`config.mk`:
```
export PLATFORM = sky130hd
export DESIGN_NAME = amf_fifo
export DESIGN_NICKNAME = d
export VERILOG_FILES = /design/src/hw/rtl/amf_pkg.sv /design/src/hw/rtl/amf_fifo.sv
export SDC_FILE = /design/constraint.sdc
export NUM_CORES = 1
export LEC_CHECK = 0
export ABC_AREA = 1
export BUFFER_PORTS_ARGS = -buffer_cell sky130_fd_sc_hd__buf_2
export CAP_MARGIN = 20
export CORE_MARGIN = 2
export CORE_UTILIZATION = 45
export CTS_BUF_LIST = sky130_fd_sc_hd__clkbuf_8
export DETAILED_ROUTE_END_ITERATION = 8
export GPL_ROUTABILITY_DRIVEN = 1
export GPL_TIMING_DRIVEN = 0
export PLACE_DENSITY = 0.77
export REMOVE_ABC_BUFFERS = 1
export SYNTH_ARGS = -nofsm -noshare
export SYNTH_HDL_FRONTEND = slang
export SYNTH_SLANG_ARGS = --single-unit
```
`constraint.sdc`:
```
create_clock -name i_clk -period 2.75 [get_ports i_clk]
set_clock_uncertainty 0.1 [all_clocks]
set_input_delay 0.825 -clock i_clk [delete_from_list [all_inputs] [get_ports i_clk]]
set_output_delay 0.825 -clock i_clk [all_outputs]
set_load 0.1 [all_outputs]
```
`src/hw/rtl/amf_pkg.sv`:
```
// Shared types, codes and defaults of the adaptive median filter.
// No dependencies.
`timescale 1ns / 1ps

package amf_pkg;

    localparam int DEF_MAX_WIDTH  = 512;
    localparam int DEF_MAX_HEIGHT = 512;
    localparam int DEF_MAX_WINDOW = 11;

    localparam int PIX_W      = 8;
    localparam int WIN_W      = 4;
    localparam int CFG_IDX_W  = 3;
    localparam int CFG_DATA_W = 10;
    localparam int CNT_W      = 8;
    localparam int NUM_LANES  = 15;
    localparam int Q_DEPTH    = 2;

    typedef enum logic [CFG_IDX_W-1:0] {
        CFG_FRAME_WIDTH  = 3'd0,
        CFG_FRAME_HEIGHT = 3'd1,
        CFG_MIN_WINDOW   = 3'd2,
        CFG_MAX_WINDOW   = 3'd3,
        CFG_FILTER_MODE  = 3'd4
    } t_cfg_idx;

    typedef enum logic {
        OP_PIXEL = 1'b0,
        OP_FLUSH = 1'b1
    } t_opcode;

    typedef enum logic {
        MODE_ADAPTIVE = 1'b0,
        MODE_PLAIN    = 1'b1
    } t_mode;

    localparam logic [CFG_DATA_W-1:0] RST_FRAME_WIDTH  = 10'd512;
    localparam logic [CFG_DATA_W-1:0] RST_FRAME_HEIGHT = 10'd512;
    localparam logic [WIN_W-1:0]      RST_MIN_WINDOW   = 4'd3;
    localparam logic [WIN_W-1:0]      RST_MAX_WINDOW   = 4'd11;

    typedef struct packed {
        logic [WIN_W-1:0] lo;
        logic [WIN_W-1:0] hi;
        t_mode            mode;
    } t_win_cfg;

    function automatic logic [WIN_W-1:0] odd_clamp(input logic [WIN_W-1:0] v,
                                                   input logic [WIN_W-1:0] top);
        logic [WIN_W-1:0] o;
        o = v | 4'd1;
        if (o < 4'd3) o = 4'd3;
        if (o > top) o = top;
        return o;
    endfunction

endpackage

```
`src/hw/rtl/amf_fifo.sv`:
```
// Small job queue between the front and back ends.
// Depends on amf_pkg for the default depth.
`timescale 1ns / 1ps

module amf_fifo #(
    parameter int DW    = 8,
    parameter int DEPTH = amf_pkg::Q_DEPTH
) (
    input  logic          i_clk,
    input  logic          i_rst_n,
    input  logic          i_push,
    input  logic [DW-1:0] i_data,
    input  logic          i_pop,
    output logic [DW-1:0] o_data,
    output logic          o_empty,
    output logic          o_full
);
    localparam int PW = (DEPTH > 1) ? $clog2(DEPTH) : 1;
    localparam int CW = $clog2(DEPTH + 1);

    logic [DW-1:0] r_mem [DEPTH];
    logic [PW-1:0] r_wp, r_rp;
    logic [CW-1:0] r_cnt;

    function automatic logic [PW-1:0] nxt(input logic [PW-1:0] p);
        return (p == PW'(DEPTH - 1)) ? '0 : p + 1'b1;
    endfunction

    assign o_data  = r_mem[r_rp];
    assign o_empty = (r_cnt == '0);
    assign o_full  = (r_cnt == CW'(DEPTH));

    always_ff @(posedge i_clk) begin
        if (i_push) begin
            r_mem[r_wp] <= i_data;
        end
    end

    always_ff @(posedge i_clk) begin
        if (!i_rst_n) begin
            r_wp  <= '0;
            r_rp  <= '0;
            r_cnt <= '0;
        end else begin
            if (i_push) r_wp <= nxt(r_wp);
            if (i_pop)  r_rp <= nxt(r_rp);
            if (i_push && !i_pop)      r_cnt <= r_cnt + 1'b1;
            else if (!i_push && i_pop) r_cnt <= r_cnt - 1'b1;
        end
    end
endmodule

```
==> results.md <==
* Worst EP required at approximately 1.8 ns
* Routed Wire Length at between 1000 and 1500 um
* Largest net degree at the start of global routing at 12
* Row count at 15
* Clock buffer depth at 2
* Most common cell after layout, fill and taps aside: buf_2
* Max incr delay on CP at 0.53 ns
* Total negative slack at 0 ns
* DP Worst Slack at 0.637 ns
* Top cell type by total area after synthesis: edfxtp_1
* Status: completed
* IO Count at 22
* Period utilization at between 80 and 90%
* Vias in the first global route at 470
* GRT Util Overall at 12.0%
* Pwr Total at 748 uW
* Most frequent cells in the layout: buf_2, edfxtp_1, inv_1, mux2_2, nor2_1
* Post-Syn Area per Cell at about 14 um2
* Tightest Pin Transition at 0.658 ns
* Synthesis-stage register bit count at 21
* Global placer's final weighted congestion at about 0.63
* Setup ws final at roughly 0.37 ns
* FMAX at ~420 MHz
* Vias post-DR at around 480
* Final setup fails at 0
* Clock root cell: clkbuf_8
* Hold Crit Class: reg -> reg
* Antenna cells at 0
* Final hold vios at 0
* DP HPWL at 860 um
* CTS buffer count at 3
* Max FO, Critical Path at 8
* Post-synthesis cell type count at 16
* Sequential share of the synthesized area at approximately 70%
* CTS tree: done
* DRT antenna net count at 0
* Critical Path AT at roughly 1.5 ns
* Peak supply drop at roughly 0.42 mV
* Relative max-transition margin at between 50% and 60%
* Drt pass-1 iters at 1
* First-pass GRT wire length at 1750 um
* Layout net count at 96
* CP Buf/Inv Count at 1
* Cell family with most CP delay: flip-flops
* WL/cell at 10.3 um
* Placeable Area at between 0.0015 and 0.002 mm2
* Synth Cell Area at roughly 800 um2
* Worst path slowest cell: dfxtp_1
* Overall die width at approximately 46 um
* Startpoint types: register
* Synth-to-Final Area Change at 21.9%
* Pleak at between 0.0004 and 0.0005 uW
* Setup Fix Bufs, Post-CTS at 0
* Fillers at 161
* Die area at roughly 0.0021 mm2
* CP Cell Sequence: mux2_2, buf_2
* Layout cell share with drive strength beyond 1 at about 41%
* Via-to-Cell Ratio at ~4.5
* Slew Limit Fails at 0
* Crit Path Category: reg -> out
* Multi-input logic area at 185 um2
* DR iter-0 viols at 0
* Initial core utilization at 47.1%
* Cell count after synthesis at just under 60
* Crit end category: output pin
* Synth warn at 0
* P per Cell Area at around 760 mW/mm2
* Clk_lat worst skew at 0.25 ns
* Die height at about 46 um
* GR Overflow Total at 0
* Worst-path clk slew at approximately 0.070 ns
* CTS H-tree depth at 1
* Port Buf Inserts at 21
* Initial antenna violation count at 0
* R2R Setup Slk at approximately 1.4 ns
* FF/Latch Area at ~580 um2
* RSZ-0062 raised after global routing: false
* Residual DRC at 0
* Synth top area share at roughly three fifths
* Post-cts resize count at 0
* MaxCap Viol Count at 0
* Clk sink count at 21
* Synth top area cells: edfxtp_1, dfxtp_1, mux2_2
* CTS Hold Bufs at 0
* Tmin final at 2.38 ns
-- through the flow --
stage / hold slack [ns] / area [um2] / cells / util [%]
3_5_place_dp: 0.410 / 936 / 103 / 54.8
2_1_floorplan: 0.378 / 800 / 57 / -
6_report: 0.413 / 981 / 107 / 57.4
4_1_cts: 0.419 / 981 / 107 / 57.4
5_1_grt: 0.458 / 981 / 107 / 57.4
3_3_place_gp: 0.396 / 936 / 103 / 54.8
-- routing by layer --
layer / track usage, % / part of all wire (%) / up-vias
met2: 20.8 / 55 / 16
met4: 6.86 / 0 / 0
met1: 11.9 / 38 / 224
met3: 4.71 / 7.5 / 0
met5: 0 / 0 / -
li1: - / - / 244
-- worst min-delay path: stages, from the launching register on --
cell,delay (ns)
dfxtp_1,0.32
nor2_1,0.10
nor3_1,0.05
-- final timing paths --
path | start | end | cells after the start
min | r_wp | r_wp | 2
max reg2reg | r_wp | r_mem[0][3] | 1
min reg2reg | r_wp | r_wp | 2
max | register | o_data[1] | 2
-- cells by family (layout without fill, tap and decap cells) --
group,Yosys count,count (layout),share of synthesized area (%)
DFF,21,21,72.2
and+or+nand+nor,15,15,7.93
buffers and inverters,10,34,4.82
muxes,8,8,11.2
AOI/OAI and AO/OA,2,2,1.24
adders and majority gates,1,1,1.55
xor gates and xnor gates,1,1,1.09
-- sequential cells by signal, summed over array words and instances, names as in the netlist, named ones only --
signal  count
r_cnt       2
r_mem      16
r_rp        1
r_wp        1
-- cells in the mapped netlist (all sizes together) --
cell,count
edfxtp,16
a21oi,1
nand4,1
dfxtp,5
nand3,1
nor3,1
mux2,8
inv,9
xnor2,1
o21ai,1
buf,1
nand2,5
nor2,7
ha,1
-- power by group --
group          internal, uW  switching, uW  total, uW
clock                  98.9           84.0        183
combinational          37.9            152        190
sequential              363           12.2        375
total                   500            248        748
-- layout make-up --
class | instances | area share [%]
Sequential cell | 21 | 59.2
Multi-Input combinational cell | 27 | 18.9
Timing Repair Buffer | 21 | 10.7
Clock buffer | 3 | 4.21
Inverter | 9 | 3.44
Tap cell | 25 | 3.19
Clock inverter | 1 | 0.383
Power figures use the tool's default switching activity.
