$ cat src/hw/rtl/amf_pkg.sv
// Shared types, codes and defaults of the adaptive median filter.
// No dependencies.
`timescale 1ns / 1ps

package amf_pkg;

    localparam int DEF_MAX_WIDTH  = 512;
    localparam int DEF_MAX_HEIGHT = 512;
    localparam int DEF_MAX_WINDOW = 11;

    localparam int PIX_W      = 8;
    localparam int WIN_W      = 4;
    localparam int CFG_IDX_W  = 3;
    localparam int CFG_DATA_W = 10;
    localparam int CNT_W      = 8;
    localparam int NUM_LANES  = 15;
    localparam int Q_DEPTH    = 2;

    typedef enum logic [CFG_IDX_W-1:0] {
        CFG_FRAME_WIDTH  = 3'd0,
        CFG_FRAME_HEIGHT = 3'd1,
        CFG_MIN_WINDOW   = 3'd2,
        CFG_MAX_WINDOW   = 3'd3,
        CFG_FILTER_MODE  = 3'd4
    } t_cfg_idx;

    typedef enum logic {
        OP_PIXEL = 1'b0,
        OP_FLUSH = 1'b1
    } t_opcode;

    typedef enum logic {
        MODE_ADAPTIVE = 1'b0,
        MODE_PLAIN    = 1'b1
    } t_mode;

    localparam logic [CFG_DATA_W-1:0] RST_FRAME_WIDTH  = 10'd512;
    localparam logic [CFG_DATA_W-1:0] RST_FRAME_HEIGHT = 10'd512;
    localparam logic [WIN_W-1:0]      RST_MIN_WINDOW   = 4'd3;
    localparam logic [WIN_W-1:0]      RST_MAX_WINDOW   = 4'd11;

    typedef struct packed {
        logic [WIN_W-1:0] lo;
        logic [WIN_W-1:0] hi;
        t_mode            mode;
    } t_win_cfg;

    function automatic logic [WIN_W-1:0] odd_clamp(input logic [WIN_W-1:0] v,
                                                   input logic [WIN_W-1:0] top);
        logic [WIN_W-1:0] o;
        o = v | 4'd1;
        if (o < 4'd3) o = 4'd3;
        if (o > top) o = top;
        return o;
    endfunction

endpackage

$ cat src/hw/rtl/amf_in_if.sv
// Input channel: valid/ready handshake carrying one pixel or flush word.
// Depends on amf_pkg.
`timescale 1ns / 1ps

interface amf_in_if;
    import amf_pkg::*;
    logic               valid;
    logic               ready;
    logic               opcode;
    logic [PIX_W-1:0]   pixel_in;

    modport source (output valid, output opcode, output pixel_in, input ready);
    modport sink   (input valid, input opcode, input pixel_in, output ready);
endinterface

$ cat src/hw/rtl/amf_front.sv
// Front end: accepts input words, writes the line store, tracks raster
// positions and issues one output job per due pixel. Depends on amf_pkg, amf_in_if.
`timescale 1ns / 1ps

module amf_front #(
    parameter int MAX_WIDTH  = amf_pkg::DEF_MAX_WIDTH,
    parameter int MAX_HEIGHT = amf_pkg::DEF_MAX_HEIGHT,
    parameter int MAX_WINDOW = amf_pkg::DEF_MAX_WINDOW,
    localparam int WW   = $clog2(MAX_WIDTH),
    localparam int RW   = $clog2(MAX_HEIGHT),
    localparam int WDW  = $clog2(MAX_WIDTH + 1),
    localparam int HW   = $clog2(MAX_HEIGHT + 1),
    localparam int TOPW = ((MAX_WINDOW - 1) | 1),
    localparam int LR   = $clog2(3 * (TOPW / 2) + 8),
    localparam int AW   = LR + WW,
    localparam int JW   = RW + WW + 1
) (
    input  logic                            i_clk,
    input  logic                            i_rst_n,
    amf_in_if.sink                          i_pix,
    input  logic [WDW-1:0]                  i_width,
    input  logic [HW-1:0]                   i_height,
    input  logic [amf_pkg::WIN_W-1:0]       i_hi_win,
    input  logic                            i_q_full,
    input  logic                            i_back_quiet,
    output logic                            o_wr_en,
    output logic [AW-1:0]                   o_wr_addr,
    output logic [amf_pkg::PIX_W-1:0]       o_wr_data,
    output logic                            o_push,
    output logic [JW-1:0]                   o_job
);
    import amf_pkg::*;

    localparam int CNTW = $clog2(MAX_WIDTH * MAX_HEIGHT + 1);

    logic [RW-1:0]   r_in_row, r_out_row;
    logic [WW-1:0]   r_in_col, r_out_col;
    logic [CNTW-1:0] r_cnt_in, r_cnt_out, r_lag;
    logic            r_done, r_drain;

    logic            v_acc, v_is_pix, v_in_eol, v_in_eof, v_n_done, v_out_eol, v_last;
    logic [CNTW-1:0] v_n_cnt_in;
    logic [2:0]      v_rad;

    assign i_pix.ready = !r_drain && !i_q_full;
    assign v_acc       = i_pix.valid && i_pix.ready;
    assign v_is_pix    = (i_pix.opcode == OP_PIXEL) && !r_done;
    assign v_rad       = 3'(i_hi_win >> 1);

    always_comb begin
        v_in_eol   = (WDW + 1)'(r_in_col) + 1'b1 >= (WDW + 1)'(i_width);
        v_in_eof   = v_in_eol && ((HW + 1)'(r_in_row) + 1'b1 >= (HW + 1)'(i_height));
        v_n_done   = r_done || (v_is_pix && v_in_eof);
        v_n_cnt_in = v_is_pix ? r_cnt_in + 1'b1 : r_cnt_in;
        v_out_eol  = (WDW + 1)'(r_out_col) + 1'b1 >= (WDW + 1)'(i_width);
        v_last     = v_out_eol && ((HW + 1)'(r_out_row) + 1'b1 >= (HW + 1)'(i_height));
        o_push     = v_acc && (v_is_pix || r_done) &&
                     (v_n_done || ((CNTW + 1)'(v_n_cnt_in) >=
                      (CNTW + 1)'(r_cnt_out) + (CNTW + 1)'(r_lag) + 1'b1));
    end

    assign o_wr_en   = v_acc && v_is_pix;
    assign o_wr_addr = {LR'(r_in_row), r_in_col};
    assign o_wr_data = i_pix.pixel_in;
    assign o_job     = {r_out_row, r_out_col, v_last};

    always_ff @(posedge i_clk) begin
        r_lag <= CNTW'(v_rad) * CNTW'(i_width) + CNTW'(v_rad);
    end

    always_ff @(posedge i_clk) begin
        if (!i_rst_n) begin
            r_in_row  <= '0;
            r_in_col  <= '0;
            r_out_row <= '0;
            r_out_col <= '0;
            r_cnt_in  <= '0;
            r_cnt_out <= '0;
            r_done    <= 1'b0;
            r_drain   <= 1'b0;
        end else begin
            if (r_drain && i_back_quiet) r_drain <= 1'b0;
            if (v_acc && v_is_pix) begin
                r_cnt_in <= v_n_cnt_in;
                if (v_in_eol) begin
                    r_in_col <= '0;
                    if (v_in_eof) begin
                        r_in_row <= '0;
                        r_done   <= 1'b1;
                    end else begin
                        r_in_row <= r_in_row + 1'b1;
                    end
                end else begin
                    r_in_col <= r_in_col + 1'b1;
                end
            end
            if (o_push) begin
                r_cnt_out <= r_cnt_out + 1'b1;
                if (v_last) begin
                    r_in_row  <= '0;
                    r_in_col  <= '0;
                    r_out_row <= '0;
                    r_out_col <= '0;
                    r_cnt_in  <= '0;
                    r_cnt_out <= '0;
                    r_done    <= 1'b0;
                    r_drain   <= 1'b1;
                end else if (v_out_eol) begin
                    r_out_col <= '0;
                    r_out_row <= r_out_row + 1'b1;
                end else begin
                    r_out_col <= r_out_col + 1'b1;
                end
            end
        end
    end
endmodule

$ cat src/flat_wrapper.sv
// flat-port wrapper written by rule: the top's interface ports become plain ports
module amf_front_flat import amf_pkg::*;
#(
    parameter int MAX_WIDTH  = amf_pkg::DEF_MAX_WIDTH,
    parameter int MAX_HEIGHT = amf_pkg::DEF_MAX_HEIGHT,
    parameter int MAX_WINDOW = amf_pkg::DEF_MAX_WINDOW,
    localparam int WW   = $clog2(MAX_WIDTH),
    localparam int RW   = $clog2(MAX_HEIGHT),
    localparam int WDW  = $clog2(MAX_WIDTH + 1),
    localparam int HW   = $clog2(MAX_HEIGHT + 1),
    localparam int TOPW = ((MAX_WINDOW - 1) | 1),
    localparam int LR   = $clog2(3 * (TOPW / 2) + 8),
    localparam int AW   = LR + WW,
    localparam int JW   = RW + WW + 1
)
  (i_clk, i_rst_n, i_width, i_height, i_hi_win, i_q_full, i_back_quiet, o_wr_en, o_wr_addr, o_wr_data, o_push, o_job, i_pix_valid, i_pix_opcode, i_pix_pixel_in, i_pix_ready);
  amf_in_if i_pix_i ();
  input  logic i_clk;
  input  logic i_rst_n;
  input  logic [WDW-1:0] i_width;
  input  logic [HW-1:0] i_height;
  input  logic [amf_pkg::WIN_W-1:0] i_hi_win;
  input  logic i_q_full;
  input  logic i_back_quiet;
  output logic o_wr_en;
  output logic [AW-1:0] o_wr_addr;
  output logic [amf_pkg::PIX_W-1:0] o_wr_data;
  output logic o_push;
  output logic [JW-1:0] o_job;
  input wire logic [$bits(i_pix_i.valid)-1:0] i_pix_valid;
  input wire logic [$bits(i_pix_i.opcode)-1:0] i_pix_opcode;
  input wire logic [$bits(i_pix_i.pixel_in)-1:0] i_pix_pixel_in;
  output wire logic [$bits(i_pix_i.ready)-1:0] i_pix_ready;
  assign i_pix_i.valid = i_pix_valid;
  assign i_pix_i.opcode = i_pix_opcode;
  assign i_pix_i.pixel_in = i_pix_pixel_in;
  assign i_pix_ready = i_pix_i.ready;
  amf_front #(.MAX_WIDTH(MAX_WIDTH), .MAX_HEIGHT(MAX_HEIGHT), .MAX_WINDOW(MAX_WINDOW)) u_core (.i_clk(i_clk), .i_rst_n(i_rst_n), .i_pix(i_pix_i), .i_width(i_width), .i_height(i_height), .i_hi_win(i_hi_win), .i_q_full(i_q_full), .i_back_quiet(i_back_quiet), .o_wr_en(o_wr_en), .o_wr_addr(o_wr_addr), .o_wr_data(o_wr_data), .o_push(o_push), .o_job(o_job));
endmodule
$ cat config.mk
export PLATFORM = sky130hd
export DESIGN_NAME = amf_front_flat
export DESIGN_NICKNAME = d
export VERILOG_FILES = /design/src/hw/rtl/amf_pkg.sv /design/src/hw/rtl/amf_in_if.sv /design/src/hw/rtl/amf_front.sv /design/src/flat_wrapper.sv
export SDC_FILE = /design/constraint.sdc
export NUM_CORES = 1
export LEC_CHECK = 0
export BUFFER_PORTS_ARGS = -buffer_cell sky130_fd_sc_hd__clkbuf_2
export CAP_MARGIN = 20
export CORE_ASPECT_RATIO = 1.5
export CORE_MARGIN = 4
export CORE_UTILIZATION = 25
export CTS_BUF_LIST = sky130_fd_sc_hd__clkbuf_8
export CTS_CLUSTER_DIAMETER = 30
export DETAILED_ROUTE_END_ITERATION = 8
export HOLD_SLACK_MARGIN = 0.06
export REMOVE_ABC_BUFFERS = 1
export SLEW_MARGIN = 20
export SYNTH_ARGS = -nofsm -noshare
export SYNTH_HDL_FRONTEND = slang
export SYNTH_SLANG_ARGS = --single-unit
$ cat constraint.sdc
create_clock -name i_clk -period 4 [get_ports i_clk]
set_input_delay 0.4 -clock i_clk [delete_from_list [all_inputs] [get_ports i_clk]]
set_output_delay 0.4 -clock i_clk [all_outputs]
set_load 0.02 [all_outputs]
==> results of run 1 <==
==> cell usage in the layout (no fill, tap or decap), types with 7 or more instances in the layout <==
| cell type | n |
|---|---|
| nand2_1 | 81 |
| xnor2_1 | 52 |
| a21boi_1 | 8 |
| a211oi_1 | 7 |
| nor2b_1 | 9 |
| mux2i_1 | 8 |
| a21o_1 | 9 |
| nor2_1 | 42 |
| o22ai_1 | 13 |
| o21a_1 | 8 |
| nor3_1 | 12 |
| a21oi_2 | 21 |
| buf_6 | 8 |
| fa_1 | 10 |
| or2_2 | 7 |
| buf_4 | 54 |
| or3_1 | 9 |
| nand4_1 | 9 |
| dfxtp_1 | 88 |
| clkbuf_2 | 63 |
| ha_1 | 99 |
| and2_1 | 11 |
| nor2_4 | 32 |
| nand3b_1 | 15 |
| o21ai_0 | 23 |
| xor2_1 | 40 |
| a21oi_1 | 35 |
| clkbuf_8 | 10 |
| inv_1 | 56 |
| nand2b_1 | 9 |
| nand3_1 | 53 |
| and3_1 | 26 |
==> cell families after synthesis <==
group	count (synthesis)	share of synthesized area (%)
buffers and inverters	104	6.39
muxes	9	1.21
AOI/OAI and AO/OA	181	15.6
and+or+nand+nor	339	22.6
xor gates and xnor gates	92	10.7
DFF	90	23.8
adders and majority gates	113	19.8
==> layer usage <==
layer / routed length, µm / up-vias / part of all wire (%) / track usage [%]
li1: - / 3469 / - / -
met1: 8020 / 3310 / 37 / 13.5
met3: 514 / 47 / 2.4 / 1.49
met2: 12200 / 109 / 57 / 24.9
met5: 0 / - / 0 / 0
met4: 840 / 0 / 3.9 / 5.17
==> area by class of cell <==
| cell class | instances | area share [%] |
|---|---|---|
| clock buffers | 10 | 1.42 |
| repair buffers | 141 | 12.1 |
| inverters | 59 | 2.34 |
| multi-input cells | 734 | 59.6 |
| flip-flops and latches | 90 | 18.7 |
| clock inverters | 6 | 0.673 |
| well taps | 395 | 5.11 |
==> repair_timing <==
action | CTS | global route
hold endpoints to repair | 0 | 0
pin swaps | 36 | 52
setup buffers | 11 | 9
endpoints found under the setup margin | 78 | 78
resized for setup | 51 | 113
cloned | 6 | 3
==> report_power, final <==
part | leakage, nW | internal, mW | switching (mW)
registers | 0.730 | 0.939 | 0.0241
logic | 3.30 | 0.266 | 0.319
clock network | 0.103 | 0.307 | 0.351
==> registers in the layout, summed over array words and instances (netlist names) <==
name and count:
u_core.r_lag 14, u_core.r_out_col 9, u_core.r_cnt_out 19, u_core.r_out_row 9
u_core.r_in_row 9, u_core.r_done 1, u_core.r_cnt_in 19, u_core.r_in_col 9
u_core.r_drain 1
==> worst min path at each step <==
| stage | startpoint | to | slack (ns) | cells past startpoint |
|---|---|---|---|---|
| CTS | i_back_quiet | u_core.r_drain | 0.33 | 3 |
| global route | i_back_quiet | u_core.r_drain | 0.33 | 3 |
| finish | i_back_quiet | u_core.r_drain | 0.35 | 3 |
| global placement | u_core.r_in_row[8] | u_core.r_in_row[8] | 0.47 | 2 |
| detailed placement | u_core.r_in_row[8] | u_core.r_in_row[8] | 0.47 | 2 |
| floorplan | u_core.r_in_row[8] | u_core.r_in_row[8] | 0.45 | 2 |
==> per-stage QoR <==
stage | std cells | area (µm²) | power (mW) | TNS (ns)
after global placement | 1394 | 8550 | 1.51 | -33.11
after detailed placement | 1394 | 8550 | 1.52 | -41.19
after global routing | 1435 | 9670 | 2.33 | -43.59
after floorplan | 883 | 7300 | 1.30 | -89.68
final | 1435 | 9670 | 2.21 | -28.57
after CTS | 1427 | 9170 | 2.20 | -27.87
==> critical path, delay by kind of cell (launching register included) <==
kind / cells / cell delay, ns
and+or+nand+nor: 3 / 0.68
buffers and inverters: 5 / 0.52
adders and majority gates: 3 / 0.71
xor gates and xnor gates: 1 / 0.13
AOI/OAI and AO/OA: 8 / 1.38
DFF: 1 / 0.34
==> flow_summary.ini, run 1 <==
[die]
start_util_pct = 25.5
die_area_um2 = 33200
num_io_pins = 82
die_y_um = 221
die_x_um = 150
rows = 77
coreArea_um2 = 29700

[layout]
layout-drive-gt1-share_pct = 24.9
nFillCells = 3193
syn2layout_area_growth_pct = 27.8
multi_input_area_um2 = 5770
final_util_pct = 32.6
diodes = 0
nNetsFinal = 1186
ff_latch_area_um2 = 1800

[placement]
pre_cts_slack_ns = -0.639
dpl.hpwl_um = 16300
portBuffers = 64
place_congestion = 0.824

[synthesis]
seq_area_frac_synth_pct = 23.8
synth_cell_types = 62
netlist_area_um2 = 7560
synth.avg_cell_area_um2 = 8.15
syn_inst = 928
synth.area.top_cells = dfxtp_1, ha_1, xnor2_1
synth_area_leader_cell = dfxtp_1
synth_most_common_cell = ha_1
synth_edf_count = 0
synth_top_area_share_pct = 23.8
synthFlopType = dfxtp_1
synth_seq_cells = 90
ys_top_cells_by_count = ha_1, dfxtp_1, nand2_1
ys_warn_count = 0
ys_async_sr_fraction_pct = 0

[global_route]
grt_max_degree = 42
grt-ovfl-total = 0
grt_use_total_pct = 12.8
grt_pass1_vias = 6919
antenna_found_initial = 0
grt_pass1_wl_um = 34500

[clocking]
tritoncts = done
cts_max_level = 3
clock_sinks = 90
clock-root-buffer = clkbuf_8
path_clk_slew_ns = 0.10
clk_latency_ns = 0.38
cts_hold_buffers = 0
clockBufferDepth = 2
numCtsBuffers = 9

[setup_path]
crit_top_cell = buf_4
cp_cell_sequence = inv_2, ha_4, fa_2, nor2b_1, o21a_1, o21ai_2, a211oi_2, nor3_2, o41a_1, buf_4, xor2_1, ha_2, or4_4, a21oi_4, buf_4, a221oi_2, o21ai_1, o21a_2, inv_6, buf_8
r2r_end = u_core.r_in_col[5]
critPathCapture = o_push
required_ns = 3.60
startpoint_type = flop
reg2reg_from = u_core.r_cnt_out[0]
crit_fanout = 3
setup.worst_path.start = u_core.r_cnt_out[0]
crit_path_end_kind = output port
cp.arrival_ns = 4.14
path_class = flop to output port
worstRegToRegCells = 24
rrSetupSlack_ns = -0.48
max_stage_delay_ns = 0.49
critical-path-slowest-cell = or4_4

[detailed_routing]
routed_wl_um = 21600
drtAntennaViolNets = 0
via_count = 6935
first_pass_iters = 4
post-route-drc-count = 0
wl_per_cell_um = 15.0
drt_iter0_drc = 213
vias_per_cell = 4.83

[sta]
finalMaxSlewViolations = 0
finalHoldViolations = 0
fin_hold_ws_ns = 0.346
fin_crit_ns = 4.54
setup_ws_ns = -0.538
clock_skew_ns = 0.0129
setup_viol = 77
rsz0062_at_grt = yes
fmax_mhz = 220
worstMarginPinSlew_ns = 0.896
fin_crit_sh_pct = 113
slew-limit-headroom_pct = 40.3

[outcome]
failed_checks = setup timing
outcome = complete, but fails checks

[pwr]
leakagePower_nw = 4.13
powerDensity_nw_per_um2 = 228
ir_drop_mv = 0.157

[run]
cap_violations = 0

[min_path]
hold_class = input pin to flop
Power figures use the tool's default switching activity.
==> inputs of run 2 (changes only) <==
==> constraint.sdc (replaced) <==
create_clock -name i_clk -period 4 [get_ports i_clk]
set_input_delay 0.2 -clock i_clk [delete_from_list [all_inputs] [get_ports i_clk]]
set_output_delay 0.2 -clock i_clk [all_outputs]
set_load 0.02 [all_outputs]
==> run 2 against run 1 <==
Net effect:
- the flow still finishes with violations (setup timing)
- sequential share of layout area rose by 0.94 points
- non-clock buffer count fell by 7
- total power fell by 2.8%
- worst hold slack got worse by 0.20 ns
- via count fell by 0.68%
- critical path type unchanged
- utilization fell by 1.6 points
- largest power group unchanged
==> flow_summary.ini, run 2 (synthesis gave the netlist of run 1 again) <==
[clocking]
numCtsBuffers = 9
clk_latency_ns = 0.38
tritoncts = done
cts_hold_buffers = 0
clockBufferDepth = 2
clock_sinks = 90
path_clk_slew_ns = 0.09
clock-root-buffer = clkbuf_8
cts_max_level = 3

[setup_path]
crit_fanout = 5
cp_cell_sequence = inv_2, ha_4, fa_2, nor2b_1, o21a_1, o21ai_2, a211oi_2, nor3_2, o41a_1, nor2_1, xnor2_1, ha_2, or4_4, a21oi_2, o211ai_1, o21ai_1, o21a_1, inv_4, buf_12, buf_8
crit_top_cell = o21a_1
crit_buf_inv = 4
critical-path-slowest-cell = or4_4
startpoint_type = flop
path_class = flop to output port
cp.arrival_ns = 4.17
cpLargestDelayFamily = compound AO/OA/AOI/OAI gates
max_stage_delay_ns = 0.48
crit_path_end_kind = output port
required_ns = 3.80

[global_route]
grt_use_total_pct = 12.5
grt-ovfl-total = 0
grt_pass1_wl_um = 34100
grt_pass1_vias = 6967
antenna_found_initial = 0
grt_max_degree = 42

[sta]
fmax_mhz = 229
clock_skew_ns = 0.0119
rsz0062_at_grt = yes
fin_crit_sh_pct = 109
setup_ws_ns = -0.368
setup_viol = 77
worstMarginPinSlew_ns = 0.898
fin_crit_ns = 4.37
finalMaxSlewViolations = 0
fin_hold_ws_ns = 0.148
slew-limit-headroom_pct = 40.1
finalHoldViolations = 0

[die]
num_io_pins = 82
die_x_um = 150
start_util_pct = 25.5
die_area_um2 = 33200
rows = 77
coreArea_um2 = 29700
die_y_um = 221

[placement]
place_congestion = 0.829
dp_cells = 1393
portBuffers = 64
pre_cts_slack_ns = -0.588
dpl.hpwl_um = 16600

[detailed_routing]
post-route-drc-count = 0
via_count = 6888
routed_wl_um = 20700
first_pass_iters = 8
vias_per_cell = 4.83
drt_iter0_drc = 265
drtAntennaViolNets = 0
wl_per_cell_um = 14.5

[layout]
ff_latch_area_um2 = 1800
nFillCells = 3261
layout-drive-gt1-share_pct = 20.2
reg_top3 = u_core.r_cnt_in: 19 flops, u_core.r_cnt_out: 19 flops, u_core.r_lag: 14 flops
multi_input_area_um2 = 5470
nNetsFinal = 1179
diodes = 0
layout_common_cells = ha_1, dfxtp_1, nand2_1, nor2_1, clkbuf_2
final_common_cell = ha_1
final_cells = 1426
final_util_pct = 31.0
syn2layout_area_growth_pct = 21.7

[pwr]
leakagePower_nw = 4.08
powerDensity_nw_per_um2 = 233
ir_drop_mv = 0.160

[min_path]
hold_class = input pin to flop

[run]
cap_violations = 0

[outcome]
failed_checks = setup timing
outcome = complete, but fails checks
-- run 2: routing by layer --
metal / global-route usage (%) / up-vias / share of wire [%]
li1: - / 3438 / -
met1: 13.1 / 3277 / 38
met2: 24.3 / 134 / 56
met3: 1.70 / 39 / 2.3
met4: 5.41 / 0 / 3.1
met5: 0 / - / 0
-- run 2: worst reg2reg max path, stage by stage (launching register included) --
cell	delay, ns
dfxtp_2	0.34
inv_2	0.05
ha_4	0.15
fa_2	0.34
nor2b_1	0.12
o21a_1	0.17
o21ai_2	0.07
a211oi_2	0.31
nor3_2	0.07
o41a_1	0.35
nor2_1	0.14
xnor2_1	0.10
ha_2	0.18
or4_4	0.48
a21oi_2	0.14
o211ai_1	0.11
o21ai_1	0.14
o21a_1	0.19
buf_4	0.17
buf_8	0.12
o21ai_4	0.11
buf_12	0.24
a21oi_1	0.12
-- run 2: power by group --
group          total (mW)  internal (mW)  leakage, nW  switching [mW]
Sequential          0.967          0.939        0.730          0.0275
Combinational       0.539          0.241         3.25           0.298
Clock               0.639          0.314        0.101           0.325
-- run 2: final cells by class --
cell class	count	area share (%)
well taps	395	5.37
flip-flops and latches	90	19.6
clock buffers	11	1.65
repair buffers	134	11.1
clock inverters	3	0.435
multi-input cells	734	59.5
inverters	59	2.43
-- run 2: timing repair --
item	4_1_cts	5_1_grt
resized for setup	51	21
setup buffers	9	8
pin swaps	42	4
cloned	2	1
endpoints found under the setup margin	78	78
-- run 2: path summary, 6_finish.rpt --
check | cells after the start | startpoint | slack (ns) | endpoint
min reg2reg | 2 | u_core.r_in_row[8] | 0.49 | u_core.r_in_row[8]
max reg2reg | 22 | u_core.r_cnt_out[0] | -0.30 | u_core.r_in_row[8]
min | 3 | i_back_quiet | 0.15 | u_core.r_drain
max | 20 | u_core.r_cnt_out[0] | -0.37 | o_push
-- run 2: through the flow --
stage                     power (mW)  cell area (µm²)  TNS, ns
after floorplan                 1.30             7300   -89.48
final                           2.14             9200   -19.76
after global placement          1.51             8570   -30.60
after global routing            2.28             9200   -39.66
after detailed placement        1.52             8570   -36.61
after CTS                       2.17             9050   -21.95
